===== src/hdl/deq_pkg.sv =====
// types and constants shared by the double-ended queue modules
package deq_pkg;

    localparam int VALUE_W     = 32;
    localparam int CMD_W       = 3;
    localparam int STATUS_W    = 2;
    localparam int COUNT_W     = 5;
    localparam int QUEUE_DEPTH = 2;

    localparam logic [CMD_W-1:0] CMD_PUSH_FRONT = 3'd0;
    localparam logic [CMD_W-1:0] CMD_PUSH_BACK  = 3'd1;
    localparam logic [CMD_W-1:0] CMD_POP_FRONT  = 3'd2;
    localparam logic [CMD_W-1:0] CMD_POP_BACK   = 3'd3;
    localparam logic [CMD_W-1:0] CMD_LIST       = 3'd4;

    localparam logic [STATUS_W-1:0] ST_OK    = 2'd0;
    localparam logic [STATUS_W-1:0] ST_EMPTY = 2'd1;
    localparam logic [STATUS_W-1:0] ST_FULL  = 2'd2;

    typedef enum logic [2:0] {
        OP_PUSH_FRONT,
        OP_PUSH_BACK,
        OP_POP_FRONT,
        OP_POP_BACK,
        OP_LIST,
        OP_NOP
    } op_kind_t;

    typedef struct packed {
        op_kind_t                   kind;
        logic signed [VALUE_W-1:0]  value;
    } op_t;

    typedef enum logic [1:0] {
        MODE_CMD  = 2'b01,
        MODE_LIST = 2'b10
    } mode_t;

endpackage


===== src/hdl/deq_ifs.sv =====
// request and response channel interfaces of the double-ended queue
interface deq_req_if;
    import deq_pkg::*;

    logic                      valid;
    logic                      ready;
    logic [CMD_W-1:0]          cmd;
    logic signed [VALUE_W-1:0] push_value;

    modport source (output valid, output cmd, output push_value, input ready);
    modport sink (input valid, input cmd, input push_value, output ready);
endinterface

interface deq_rsp_if;
    import deq_pkg::*;

    logic                      valid;
    logic                      ready;
    logic signed [VALUE_W-1:0] out_value;
    logic [STATUS_W-1:0]       status;
    logic [COUNT_W-1:0]        entry_count;
    logic                      last;

    modport source (output valid, output out_value, output status, output entry_count,
                    output last, input ready);
    modport sink (input valid, input out_value, input status, input entry_count,
                  input last, output ready);
endinterface


===== src/hdl/double_ended_queue.sv =====
// top level of the bounded double-ended queue of signed 32-bit values
// path: an accepted item passes the front op register, the operation queue and the
// back result register before its first result is valid; push, pop and unused codes
// give one result each, a list one per stored entry (one when empty) via the single read port
// reset: asynchronous, active low; empties the queue and zeroes the front index,
// the store contents are not cleared and no clearing pass is needed
module double_ended_queue #(
    parameter int CAPACITY = 16
) (
    input logic       clk,
    input logic       rst_n,
    deq_req_if.sink   req,
    deq_rsp_if.source rsp
);
    import deq_pkg::*;

    op_t  front_op;
    logic front_valid;
    logic front_ready;
    op_t  back_op;
    logic back_valid;
    logic back_ready;

    deq_front u_front (
        .clk      (clk),
        .rst_n    (rst_n),
        .req      (req),
        .op       (front_op),
        .op_valid (front_valid),
        .op_ready (front_ready)
    );

    deq_queue u_queue (
        .clk        (clk),
        .rst_n      (rst_n),
        .push_op    (front_op),
        .push_valid (front_valid),
        .push_ready (front_ready),
        .pop_op     (back_op),
        .pop_valid  (back_valid),
        .pop_ready  (back_ready)
    );

    deq_back #(
        .CAPACITY (CAPACITY)
    ) u_back (
        .clk      (clk),
        .rst_n    (rst_n),
        .op       (back_op),
        .op_valid (back_valid),
        .op_ready (back_ready),
        .rsp      (rsp)
    );

endmodule


===== src/hdl/deq_front.sv =====
// front stage: accepts request items and decodes them into operations
module deq_front (
    input  logic         clk,
    input  logic         rst_n,
    deq_req_if.sink      req,
    output deq_pkg::op_t op,
    output logic         op_valid,
    input  logic         op_ready
);
    import deq_pkg::*;

    logic     op_valid_reg;
    logic     op_valid_next;
    op_t      op_reg;
    op_t      op_next;
    op_kind_t kind;

    always_comb
    begin
        unique case (req.cmd)
            CMD_PUSH_FRONT: kind = OP_PUSH_FRONT;
            CMD_PUSH_BACK:  kind = OP_PUSH_BACK;
            CMD_POP_FRONT:  kind = OP_POP_FRONT;
            CMD_POP_BACK:   kind = OP_POP_BACK;
            CMD_LIST:       kind = OP_LIST;
            default:        kind = OP_NOP;
        endcase
    end

    assign req.ready     = !op_valid_reg || op_ready;
    assign op_next.kind  = kind;
    assign op_next.value = req.push_value;

    always_comb
    begin
        op_valid_next = op_valid_reg;
        if (req.valid && req.ready)
        begin
            op_valid_next = 1'b1;
        end
        else if (op_ready)
        begin
            op_valid_next = 1'b0;
        end
    end

    always_ff @(posedge clk or negedge rst_n)
    begin
        if (!rst_n)
        begin
            op_valid_reg <= 1'b0;
        end
        else
        begin
            op_valid_reg <= op_valid_next;
        end
    end

    always_ff @(posedge clk)
    begin
        if (req.valid && req.ready)
        begin
            op_reg <= op_next;
        end
    end

    assign op       = op_reg;
    assign op_valid = op_valid_reg;

endmodule


===== src/hdl/deq_queue.sv =====
// short operation queue between the front and back stages
module deq_queue (
    input  logic         clk,
    input  logic         rst_n,
    input  deq_pkg::op_t push_op,
    input  logic         push_valid,
    output logic         push_ready,
    output deq_pkg::op_t pop_op,
    output logic         pop_valid,
    input  logic         pop_ready
);
    import deq_pkg::*;

    localparam int PW = (QUEUE_DEPTH > 1) ? $clog2(QUEUE_DEPTH) : 1;
    localparam int NW = $clog2(QUEUE_DEPTH + 1);

    op_t           ent_reg [QUEUE_DEPTH];
    logic [PW-1:0] wr_ptr_reg;
    logic [PW-1:0] wr_ptr_next;
    logic [PW-1:0] rd_ptr_reg;
    logic [PW-1:0] rd_ptr_next;
    logic [NW-1:0] fill_reg;
    logic [NW-1:0] fill_next;
    logic          do_push;
    logic          do_pop;

    assign push_ready = (fill_reg != NW'(QUEUE_DEPTH));
    assign pop_valid  = (fill_reg != '0);
    assign pop_op     = ent_reg[rd_ptr_reg];
    assign do_push    = push_valid && push_ready;
    assign do_pop     = pop_valid && pop_ready;

    always_comb
    begin
        wr_ptr_next = wr_ptr_reg;
        rd_ptr_next = rd_ptr_reg;
        fill_next   = fill_reg;
        if (do_push)
        begin
            wr_ptr_next = (wr_ptr_reg == PW'(QUEUE_DEPTH - 1)) ? '0 : wr_ptr_reg + 1'b1;
        end
        if (do_pop)
        begin
            rd_ptr_next = (rd_ptr_reg == PW'(QUEUE_DEPTH - 1)) ? '0 : rd_ptr_reg + 1'b1;
        end
        if (do_push && !do_pop)
        begin
            fill_next = fill_reg + 1'b1;
        end
        else if (do_pop && !do_push)
        begin
            fill_next = fill_reg - 1'b1;
        end
    end

    always_ff @(posedge clk or negedge rst_n)
    begin
        if (!rst_n)
        begin
            wr_ptr_reg <= '0;
            rd_ptr_reg <= '0;
            fill_reg   <= '0;
        end
        else
        begin
            wr_ptr_reg <= wr_ptr_next;
            rd_ptr_reg <= rd_ptr_next;
            fill_reg   <= fill_next;
        end
    end

    always_ff @(posedge clk)
    begin
        if (do_push)
        begin
            ent_reg[wr_ptr_reg] <= push_op;
        end
    end

endmodule


===== src/hdl/deq_back.sv =====
// back stage: ring store, front index and count, result register
module deq_back #(
    parameter int CAPACITY = 16
) (
    input  logic         clk,
    input  logic         rst_n,
    input  deq_pkg::op_t op,
    input  logic         op_valid,
    output logic         op_ready,
    deq_rsp_if.source    rsp
);
    import deq_pkg::*;

    localparam int IW = $clog2(CAPACITY);
    localparam int CW = $clog2(CAPACITY + 1);
    localparam int SW = CW + 1;

    logic signed [VALUE_W-1:0] mem [CAPACITY];
    logic signed [VALUE_W-1:0] rdata_reg;

    logic [IW-1:0]       front_reg;
    logic [IW-1:0]       front_next;
    logic [CW-1:0]       occ_reg;
    logic [CW-1:0]       occ_next;
    mode_t               mode_reg;
    mode_t               mode_next;
    logic [IW-1:0]       ptr_reg;
    logic [IW-1:0]       ptr_next;
    logic [CW-1:0]       left_reg;
    logic [CW-1:0]       left_next;

    logic                pend_valid_reg;
    logic                pend_read_reg;
    logic [STATUS_W-1:0] pend_status_reg;
    logic [CW-1:0]       pend_count_reg;
    logic                pend_last_reg;

    logic                can_issue;
    logic                issue;
    logic                mem_we;
    logic [IW-1:0]       mem_waddr;
    logic                mem_re;
    logic [IW-1:0]       mem_raddr;
    logic                res_read;
    logic [STATUS_W-1:0] res_status;
    logic [CW-1:0]       res_count;
    logic                res_last;
    logic                is_full;
    logic                is_empty;

    function automatic logic [IW-1:0] ring_inc(input logic [IW-1:0] idx);
        return (idx == IW'(CAPACITY - 1)) ? '0 : idx + 1'b1;
    endfunction

    function automatic logic [IW-1:0] ring_dec(input logic [IW-1:0] idx);
        return (idx == '0) ? IW'(CAPACITY - 1) : idx - 1'b1;
    endfunction

    function automatic logic [IW-1:0] ring_add(input logic [IW-1:0] idx,
                                               input logic [CW-1:0] off);
        logic [SW-1:0] sum;
        sum = SW'(idx) + SW'(off);
        if (sum >= SW'(CAPACITY))
        begin
            sum = sum - SW'(CAPACITY);
        end
        return sum[IW-1:0];
    endfunction

    assign can_issue = !pend_valid_reg || rsp.ready;
    assign is_full   = (occ_reg == CW'(CAPACITY));
    assign is_empty  = (occ_reg == '0);

    always_comb
    begin
        front_next = front_reg;
        occ_next   = occ_reg;
        mode_next  = mode_reg;
        ptr_next   = ptr_reg;
        left_next  = left_reg;
        mem_we     = 1'b0;
        mem_waddr  = front_reg;
        mem_re     = 1'b0;
        mem_raddr  = front_reg;
        op_ready   = 1'b0;
        issue      = 1'b0;
        res_read   = 1'b0;
        res_status = ST_OK;
        res_count  = occ_reg;
        res_last   = 1'b1;
        unique case (mode_reg)
            MODE_LIST:
            begin
                if (can_issue)
                begin
                    issue     = 1'b1;
                    mem_re    = 1'b1;
                    mem_raddr = ptr_reg;
                    res_read  = 1'b1;
                    res_last  = (left_reg == CW'(1));
                    ptr_next  = ring_inc(ptr_reg);
                    left_next = left_reg - 1'b1;
                    if (left_reg == CW'(1))
                    begin
                        mode_next = MODE_CMD;
                    end
                end
            end
            MODE_CMD:
            begin
                if (can_issue && op_valid)
                begin
                    op_ready = 1'b1;
                    issue    = 1'b1;
                    unique case (op.kind)
                        OP_PUSH_FRONT:
                        begin
                            if (is_full)
                            begin
                                res_status = ST_FULL;
                            end
                            else
                            begin
                                front_next = ring_dec(front_reg);
                                mem_we     = 1'b1;
                                mem_waddr  = ring_dec(front_reg);
                                occ_next   = occ_reg + 1'b1;
                                res_count  = occ_reg + 1'b1;
                            end
                        end
                        OP_PUSH_BACK:
                        begin
                            if (is_full)
                            begin
                                res_status = ST_FULL;
                            end
                            else
                            begin
                                mem_we    = 1'b1;
                                mem_waddr = ring_add(front_reg, occ_reg);
                                occ_next  = occ_reg + 1'b1;
                                res_count = occ_reg + 1'b1;
                            end
                        end
                        OP_POP_FRONT:
                        begin
                            if (is_empty)
                            begin
                                res_status = ST_EMPTY;
                            end
                            else
                            begin
                                mem_re     = 1'b1;
                                mem_raddr  = front_reg;
                                res_read   = 1'b1;
                                front_next = ring_inc(front_reg);
                                occ_next   = occ_reg - 1'b1;
                                res_count  = occ_reg - 1'b1;
                            end
                        end
                        OP_POP_BACK:
                        begin
                            if (is_empty)
                            begin
                                res_status = ST_EMPTY;
                            end
                            else
                            begin
                                mem_re    = 1'b1;
                                mem_raddr = ring_add(front_reg, occ_reg - 1'b1);
                                res_read  = 1'b1;
                                occ_next  = occ_reg - 1'b1;
                                res_count = occ_reg - 1'b1;
                            end
                        end
                        OP_LIST:
                        begin
                            if (is_empty)
                            begin
                                res_status = ST_EMPTY;
                            end
                            else
                            begin
                                mem_re    = 1'b1;
                                mem_raddr = front_reg;
                                res_read  = 1'b1;
                                res_last  = (occ_reg == CW'(1));
                                if (occ_reg != CW'(1))
                                begin
                                    mode_next = MODE_LIST;
                                    ptr_next  = ring_inc(front_reg);
                                    left_next = occ_reg - 1'b1;
                                end
                            end
                        end
                        default:
                        begin
                            res_status = ST_OK;
                        end
                    endcase
                end
            end
            default:
            begin
                mode_next = MODE_CMD;
            end
        endcase
    end

    always_ff @(posedge clk or negedge rst_n)
    begin
        if (!rst_n)
        begin
            front_reg      <= '0;
            occ_reg        <= '0;
            mode_reg       <= MODE_CMD;
            ptr_reg        <= '0;
            left_reg       <= '0;
            pend_valid_reg <= 1'b0;
        end
        else
        begin
            front_reg <= front_next;
            occ_reg   <= occ_next;
            mode_reg  <= mode_next;
            ptr_reg   <= ptr_next;
            left_reg  <= left_next;
            if (issue)
            begin
                pend_valid_reg <= 1'b1;
            end
            else if (rsp.ready)
            begin
                pend_valid_reg <= 1'b0;
            end
        end
    end

    always_ff @(posedge clk)
    begin
        if (issue)
        begin
            pend_read_reg   <= res_read;
            pend_status_reg <= res_status;
            pend_count_reg  <= res_count;
            pend_last_reg   <= res_last;
        end
    end

    // ring store, registered read
    always_ff @(posedge clk)
    begin
        if (mem_we)
        begin
            mem[mem_waddr] <= op.value;
        end
        if (mem_re)
        begin
            rdata_reg <= mem[mem_raddr];
        end
    end

    assign rsp.valid       = pend_valid_reg;
    assign rsp.out_value   = pend_read_reg ? rdata_reg : '0;
    assign rsp.status      = pend_status_reg;
    assign rsp.entry_count = COUNT_W'(pend_count_reg);
    assign rsp.last        = pend_last_reg;

endmodule

===== src/flat_wrapper.sv =====
// flat-port wrapper written by rule: the top's interface ports become plain ports
module double_ended_queue_flat import deq_pkg::*;
#(
    parameter int CAPACITY = 16
)
  (clk, rst_n, req_valid, req_cmd, req_push_value, req_ready, rsp_valid, rsp_out_value, rsp_status, rsp_entry_count, rsp_last, rsp_ready);
  deq_req_if req_i ();
  deq_rsp_if rsp_i ();
  input logic clk;
  input logic rst_n;
  input wire logic [$bits(req_i.valid)-1:0] req_valid;
  input wire logic [$bits(req_i.cmd)-1:0] req_cmd;
  input wire logic [$bits(req_i.push_value)-1:0] req_push_value;
  output wire logic [$bits(req_i.ready)-1:0] req_ready;
  output wire logic [$bits(rsp_i.valid)-1:0] rsp_valid;
  output wire logic [$bits(rsp_i.out_value)-1:0] rsp_out_value;
  output wire logic [$bits(rsp_i.status)-1:0] rsp_status;
  output wire logic [$bits(rsp_i.entry_count)-1:0] rsp_entry_count;
  output wire logic [$bits(rsp_i.last)-1:0] rsp_last;
  input wire logic [$bits(rsp_i.ready)-1:0] rsp_ready;
  assign req_i.valid = req_valid;
  assign req_i.cmd = req_cmd;
  assign req_i.push_value = req_push_value;
  assign req_ready = req_i.ready;
  assign rsp_valid = rsp_i.valid;
  assign rsp_out_value = rsp_i.out_value;
  assign rsp_status = rsp_i.status;
  assign rsp_entry_count = rsp_i.entry_count;
  assign rsp_last = rsp_i.last;
  assign rsp_i.ready = rsp_ready;
  double_ended_queue #(.CAPACITY(CAPACITY)) u_core (.clk(clk), .rst_n(rst_n), .req(req_i), .rsp(rsp_i));
endmodule

===== config.mk =====
export PLATFORM = sky130hd
export DESIGN_NAME = double_ended_queue_flat
export DESIGN_NICKNAME = d
export VERILOG_FILES = /design/src/hdl/deq_pkg.sv /design/src/hdl/deq_ifs.sv /design/src/hdl/double_ended_queue.sv /design/src/hdl/deq_front.sv /design/src/hdl/deq_queue.sv /design/src/hdl/deq_back.sv /design/src/flat_wrapper.sv
export SDC_FILE = /design/constraint.sdc
export NUM_CORES = 1
export LEC_CHECK = 0
export BUFFER_PORTS_ARGS = -buffer_cell sky130_fd_sc_hd__buf_2
export CAP_MARGIN = 20
export CORE_ASPECT_RATIO = 1.2
export CORE_UTILIZATION = 55
export CTS_CLUSTER_DIAMETER = 80
export CTS_CLUSTER_SIZE = 28
export DETAILED_ROUTE_END_ITERATION = 8
export GPL_ROUTABILITY_DRIVEN = 0
export PLACE_DENSITY = 0.74
export SYNTH_ARGS = -nofsm -noshare
export SYNTH_HDL_FRONTEND = slang
export SYNTH_SLANG_ARGS = --single-unit

===== constraint.sdc =====
create_clock -name clk -period 9.7 [get_ports clk]
set_input_delay 1.94 -clock clk [delete_from_list [all_inputs] [get_ports clk]]
set_output_delay 1.94 -clock clk [all_outputs]
set_load 0.005 [all_outputs]

# [Word level (Yosys, flattened, before mapping)]
# Memory sizes are Yosys's and may differ from the RTL's. A register that Yosys moved wholly into a read port is not among the register bits.
# Cells that the tools add are included.
[totals] regBits=70 mem_bits_rw=582 memories=2
[memory_table] name="u_core.u_back.mem" depth=16 word_bits=32 read_ports=1 rd_ports_with_merged_regs=1 write_ports=1 line_no="deq_back.sv:18" rtl="logic signed [VALUE_W-1:0] mem [CAPACITY];"
[memory_table] name="u_core.u_queue.ent_reg" depth=2 word_bits=35 read_ports=1 rd_ports_with_merged_regs=0 write_ports=1 line_no="deq_queue.sv:17" rtl="op_t ent_reg [QUEUE_DEPTH];"
[classes] add_sub_neg=14 n_lt_le_gt_ge=2 eq_ne=24 muxes=75 reduce_logical=29
[op_table] cell="$mux W4" n=19
[op_table] cell="$mux W5" n=9
[op_table] cell="$mux W32" n=1
[op_table] cell="$pmux W4 S2" n=4
[op_table] cell="$mux W1" n=25
[op_table] cell="$pmux W5 S2" n=2
[op_table] cell="$mux W2" n=9
[op_table] cell="$ne A2 B2 Y1 const B" n=8
[op_table] cell="$pmux W3 S5" n=1
[op_table] cell="$add A4 B5 Y6" n=2
[op_table] cell="$eq A3 B2 Y1 const B" n=4
[op_table] cell="$ge A6 B5 Y1 const B" n=2
[op_table] cell="$reduce_and A6 Y1" n=2
[op_table] cell="$reduce_bool A2 Y1" n=6
[op_table] cell="$sub A4 B1 Y4 const B" n=3
[op_table] cell="$eq A5 B1 Y1 const B" n=2
[op_table] cell="$sub A5 B1 Y5 const B" n=2
[op_table] cell="$add A4 B1 Y4 const B" n=2
[op_table] cell="$eq A4 B4 Y1 const B" n=2
[op_table] cell="$pmux W2 S2" n=2
[op_table] cell="$eq A3 B1 Y1 const B" n=2
[op_table] cell="$eq A3 B3 Y1 const B" n=2
[op_table] cell="$logic_and A1 B1 Y1" n=6
[op_table] cell="$logic_not A3 Y1" n=2
[op_table] cell="17 further kinds" n=25

# [Longest topological paths before layout]
[depth] depth_word=9 ltp_mapped=13

# [Hierarchy]
# A second synthesis with hierarchy kept.
[hier_totals] hier_cells=1318 area_unflattened_um2=27201.1
[modules_own_cells] mod="deq_back" instances=1 cells_each=1149 area_each_um2=23208.5 seq_area_each_um2=17132.7
[modules_own_cells] mod="deq_queue" instances=1 cells_each=127 area_each_um2=2870.3 seq_area_each_um2=2202.1
[modules_own_cells] mod="deq_front" instances=1 cells_each=42 area_each_um2=1122.3 seq_area_each_um2=1076.0

# [Least setup slack after synthesis]
# OpenSTA, ideal clock, no wires.
[synth_timing] path_kind="input-to-reg" from="input port rsp_ready" to="register u_core.u_back.pend_read_reg, data pin" arrival_time_ns=5.019 slack_ns=4.003 stages=4 path_buffers=0 path_cell_list="nand2b_1 nand3_1 o21bai_1 o31ai_1"
[synth_between] elab_chain_len=4 word_cells_on_any_way=5 classes_between="mux (3); reduce/logical (2)"
[synth_lines] element="start: declaration" line_no="flat_wrapper.sv:20" rtl="input wire logic [$bits(rsp_i.ready)-1:0] rsp_ready;"
[synth_lines] element="$logic_or A1 B1 Y1 (*)" line_no="deq_back.sv:70" rtl="assign can_issue = !pend_valid_reg || rsp.ready;"
[synth_lines] element="$logic_and A1 B1 Y1" line_no="deq_back.sv:111" rtl="if (can_issue && op_valid)"
[synth_lines] element="$mux W1"
[synth_lines] element="$pmux W1 S2 (*)"
[synth_lines] element="net u_core.u_back.mem_re" line_no="deq_back.sv:42" rtl="logic mem_re;"
[synth_lines] element="end signal: assignment" line_no="deq_back.sv:243" rtl="pend_read_reg <= res_read;"
[synth_lines] element="end: declaration" line_no="deq_back.sv:33" rtl="logic pend_read_reg;"
# The timed path passes the listed nets; every way through them passes the cells marked *.
# A chain may end at the register's enable or synchronous reset.

# [Final worst setup path]
[layout_timing] from="input port rsp_ready" to="register u_core.u_back.rdata_reg[4] (read register of u_core.u_back.mem), data pin"
[layout_between] elab_chain_len=4 word_cells_on_any_way=8 classes_between="mux (6); reduce/logical (2)"
[layout_lines] element="$logic_or A1 B1 Y1 (*)" line_no="deq_back.sv:70"
[layout_lines] element="$logic_and A1 B1 Y1" line_no="deq_back.sv:111"
[layout_lines] element="$mux W4 / $mux W1 (equally long branches)" line_no="deq_back.sv:111"
[layout_lines] element="$pmux W4 S2 / $pmux W1 S2 (equally long branches)" line_no="deq_back.sv:91" rtl="unique case (mode_reg)"
[layout_lines] element="end: declaration" line_no="deq_back.sv:19" rtl="logic signed [VALUE_W-1:0] rdata_reg;"
# Every way passes the cells marked *; elsewhere a longest branch is shown, timed or not.

==> impl_summary.txt <==
----------------------------------------------------
[STA]
  Final critical-path required period ... 5.43 ns
  Worst-case headroom to the max-slew limit ... 32.4%
  Worst clock skew ... 0.0213 ns
  Final count of hold timing violations ... 0
  Setup_tns ... 0 ns
  Maximum clock frequency ... 184 MHz
  Pins over their slew limit ... 0
  Final critical-path share of the clock period ... 56.0%
  Tightest hold margin ... 0.449 ns
  Setup-violating endpoint count in the final report ... 0
  Setup repair after global routing missed its margin ... no
  Worst Max-Slew Pin Slew ... 1.01 ns

[Logic synthesis]
  Count of synthesis-stage warnings from yosys ... 0
  Number of register bits inferred by synthesis ... 684
  Post-synthesis cell count ... 1717
  Number of distinct library cells after synthesis ... 70
  Proportion of netlist area held by the largest area contributor ... 70.4%
  Prevailing post-synth register cell ... sky130_fd_sc_hd__edfxtp_1
  Post-Syn Nets ... 1776
  Top cell type by total area after synthesis ... sky130_fd_sc_hd__edfxtp_1
  Syn Area/Cell ... 16.3 um^2
  Main area contributors after synthesis ... sky130_fd_sc_hd__edfxtp_1 70%, sky130_fd_sc_hd__mux2i_1 4.6%, sky130_fd_sc_hd__and4_1 3.9%
  Fraction of registers with async set or reset after synthesis ... 3.80%
  Sequential share of the synthesized area ... 72.7%
  EDFF count, synth ... 658
  Cell area after synthesis ... 28100 um^2

[Global route]
  Vias in the first global route ... 16000
  Wire length of the first global-routing pass ... 97300 um
  Maximum number of pins on one net before global-route repair ... 77
  Gr usage total ... 25.0%
  Antenna violations before repair ... 0
  Leftover overflow at the end of global routing ... 0

[Clock tree]
  Count of cells resized by post-cts repair ... 0
  Root Driver ... sky130_fd_sc_hd__clkbuf_16
  CTS buffer count ... 29
  CTS Hold Bufs ... 0
  Number of sinks driven by the clock tree ... 684
  Number of H-tree levels ... 1
  CTS tree ... built
  Clock buffer depth ... 3
  Clk Latency, worst-skew pair ... 0.63 ns
  Post-CTS Repair Setup Buffers ... 0
  Clock transition at path regs ... 0.10 ns

[Worst hold path]
  Hold path depth ... 0
  Hold path endpoint ... u_core.u_queue.ent_reg[0][27]$_DFFE_PP_
  Worst Hold Launch ... u_core.u_front.op[27]$_DFFE_PP_
  Hold/Removal Path Class ... flip-flop to flip-flop

[Critical path]
  Library cell contributing the largest single delay on the critical path ... sky130_fd_sc_hd__a22oi_2
  Reg-to-reg setup timing slack ... 4.68 ns
  Worst Path Class, Setup ... input pin to flip-flop
  Critical path launch point type ... input pin
  Critical Path Sink Type ... flip-flop
  Data arrival time of the critical path ... 5.79 ns
  Crit path max fanout ... 57
  Crit path cell chain ... buf_2 -> nor2b_1 -> nor3b_1 -> a22oi_2 -> nand3_4 -> nand2_1 -> buf_4 -> o22ai_1 -> o211a_1
  Origin of the critical flop-to-flop path ... u_core.u_queue.rd_ptr_reg$_DFFE_PN0P_
  Worst R2R Path Depth ... 10
  CP Data Required Time ... 10.06 ns
  Stage delay of the slowest cell on the critical path ... 0.87 ns
  Endpoint of the most critical register-to-register path ... u_core.u_back.rdata_reg[9]$_DFFE_PP_

[Pwr]
  Total power per unit cell area ... 356 nW/um^2
  Worst IR Drop VDD ... 0.353 mV
  Cell leakage power ... 10.0 nW

[Run status]
  Outcome ... completed

[Finish]
  Final layout net count ... 1804
  Layout cell share with drive strength beyond 1 ... 13.9%
  Utilization after layout ... 59.8%
  Antenna Cells ... 0
  Top library cells by usage in the layout, fill and taps aside ... 658 x sky130_fd_sc_hd__edfxtp_1, 129 x sky130_fd_sc_hd__mux2i_1, 126 x sky130_fd_sc_hd__a211oi_1
  Max reg flops ... 512
  Commonest non-fill, non-tap cell in the layout ... sky130_fd_sc_hd__edfxtp_1
  Area added between synthesis and finish ... 7.20%

[Route]
  Detailed-route via count ... 16000
  Total wire length ... 65400 um
  Routed wirelength normalized by instance count ... 27.2 um
  First-pass DRT Iterations ... 5
  # DRC ... 0
  Violation count after the first detailed-route iteration ... 1731
  Antenna-violating nets left ... 0
  Drt via density ... 6.65

[Run]
  Max_cap viols ... 0

[Placed design]
  Count of input and output buffers ... 80
  DP Wirelength ... 36400 um

[Die]
  I/O pin total ... 81
  Height of the chip ... 249 um
  Effective utilization at floorplan ... 55.8%
  Standard-cell row count ... 90
  Die area ... 51900 um^2
  Core box area ... 50300 um^2
  Horizontal die dimension ... 208 um

----------------------------------------------------
## cell type report
type | instances | area (um^2)
inverter | 12 | 45.0
tap | 644 | 806
timing repair buffer | 123 | 738
clock inverter | 5 | 70.1
fill | 3684 | 20300
sequential | 684 | 20400
multi-input combinational | 895 | 7210
clock buffer | 38 | 802
## how the worst max path moves through the flow
stage | cells past startpoint | start | endpoint | slack, ns
after floorplan | 4 | rsp_ready | u_core.u_back.pend_read_reg$_DFFE_PP_ | 4.00
after global placement | 9 | rsp_ready | u_core.u_back.rdata_reg[30]$_DFFE_PP_ | 3.88
after detailed placement | 9 | rsp_ready | u_core.u_back.rdata_reg[18]$_DFFE_PP_ | 3.75
after CTS | 9 | rsp_ready | u_core.u_back.rdata_reg[4]$_DFFE_PP_ | 4.35
after global routing | 9 | rsp_ready | u_core.u_back.rdata_reg[4]$_DFFE_PP_ | 4.10
final | 9 | rsp_ready | u_core.u_back.rdata_reg[4]$_DFFE_PP_ | 4.27
## per-stage QoR
| stage | area (um^2) | total power, mW | std cells | worst slack [ns] |
|---|---|---|---|---|
| after detailed placement | 29200 | 9.22 | 2357 | 3.75 |
| after CTS | 30100 | 10.7 | 2400 | 4.35 |
| after global placement | 29200 | 9.07 | 2355 | 3.88 |
| after floorplan | 28100 | 7.67 | 1717 | 4.00 |
| final | 30100 | 10.7 | 2401 | 4.27 |
| after global routing | 30100 | 11.2 | 2401 | 4.10 |
## cells by family after synthesis
| kind of cell | Yosys count | synth area share (%) |
|---|---|---|
| flops | 684 | 72.7 |
| buf+inv | 138 | 2.24 |
| xor+xnor | 15 | 0.468 |
| fa+ha+maj | 20 | 0.945 |
| mux | 166 | 6.17 |
| simple gates | 317 | 7.51 |
| compound gates | 377 | 9.95 |
## cell usage after synthesis, types with 4 or more instances
master and count:
sky130_fd_sc_hd__o31ai_1 5, sky130_fd_sc_hd__buf_2 25, sky130_fd_sc_hd__edfxtp_1 658, sky130_fd_sc_hd__o21ai_0 53, sky130_fd_sc_hd__xor2_1 6, sky130_fd_sc_hd__mux2i_1 129
sky130_fd_sc_hd__nand3_1 21, sky130_fd_sc_hd__a21oi_1 17, sky130_fd_sc_hd__clkbuf_1 89, sky130_fd_sc_hd__and2_1 38, sky130_fd_sc_hd__o211a_1 33, sky130_fd_sc_hd__nor2_1 48
sky130_fd_sc_hd__o21ai_1 8, sky130_fd_sc_hd__o221ai_1 32, sky130_fd_sc_hd__nor2b_1 6, sky130_fd_sc_hd__nand2_1 39, sky130_fd_sc_hd__inv_1 12, sky130_fd_sc_hd__ha_1 18
sky130_fd_sc_hd__nand2b_1 5, sky130_fd_sc_hd__a31oi_1 4, sky130_fd_sc_hd__mux2_2 35, sky130_fd_sc_hd__and3_1 5, sky130_fd_sc_hd__a211oi_1 126, sky130_fd_sc_hd__o22ai_1 32
sky130_fd_sc_hd__o211ai_1 34, sky130_fd_sc_hd__buf_6 9, sky130_fd_sc_hd__nor3_1 5, sky130_fd_sc_hd__xnor2_1 9, sky130_fd_sc_hd__a21o_1 5, sky130_fd_sc_hd__dfrtp_1 25
sky130_fd_sc_hd__and4_1 125, sky130_fd_sc_hd__o221a_2 6
## power breakdown
group	leakage, nW	internal [mW]	total (mW)	switching, mW
Clock	0.423	0.616	1.47	0.852
Sequential	6.28	4.04	4.21	0.172
Combinational	3.30	1.70	5.03	3.34
Total	10.0	6.35	10.7	4.36
## critical path: cells and delay by family
family / cells / cell delay [ns]
simple gates: 4 / 2.07
compound gates: 3 / 1.24
buf+inv: 2 / 0.48
## metal layers
metal / vias up / track usage, % / part of all wire [%]
met4: 0 / 8.70 / 3.1
met1: 8047 / 33.5 / 39
li1: 7010 / - / -
met3: 128 / 3.28 / 8.5
met2: 783 / 42.4 / 50
met5: - / 0 / 0
Power figures use the tool's default switching activity.
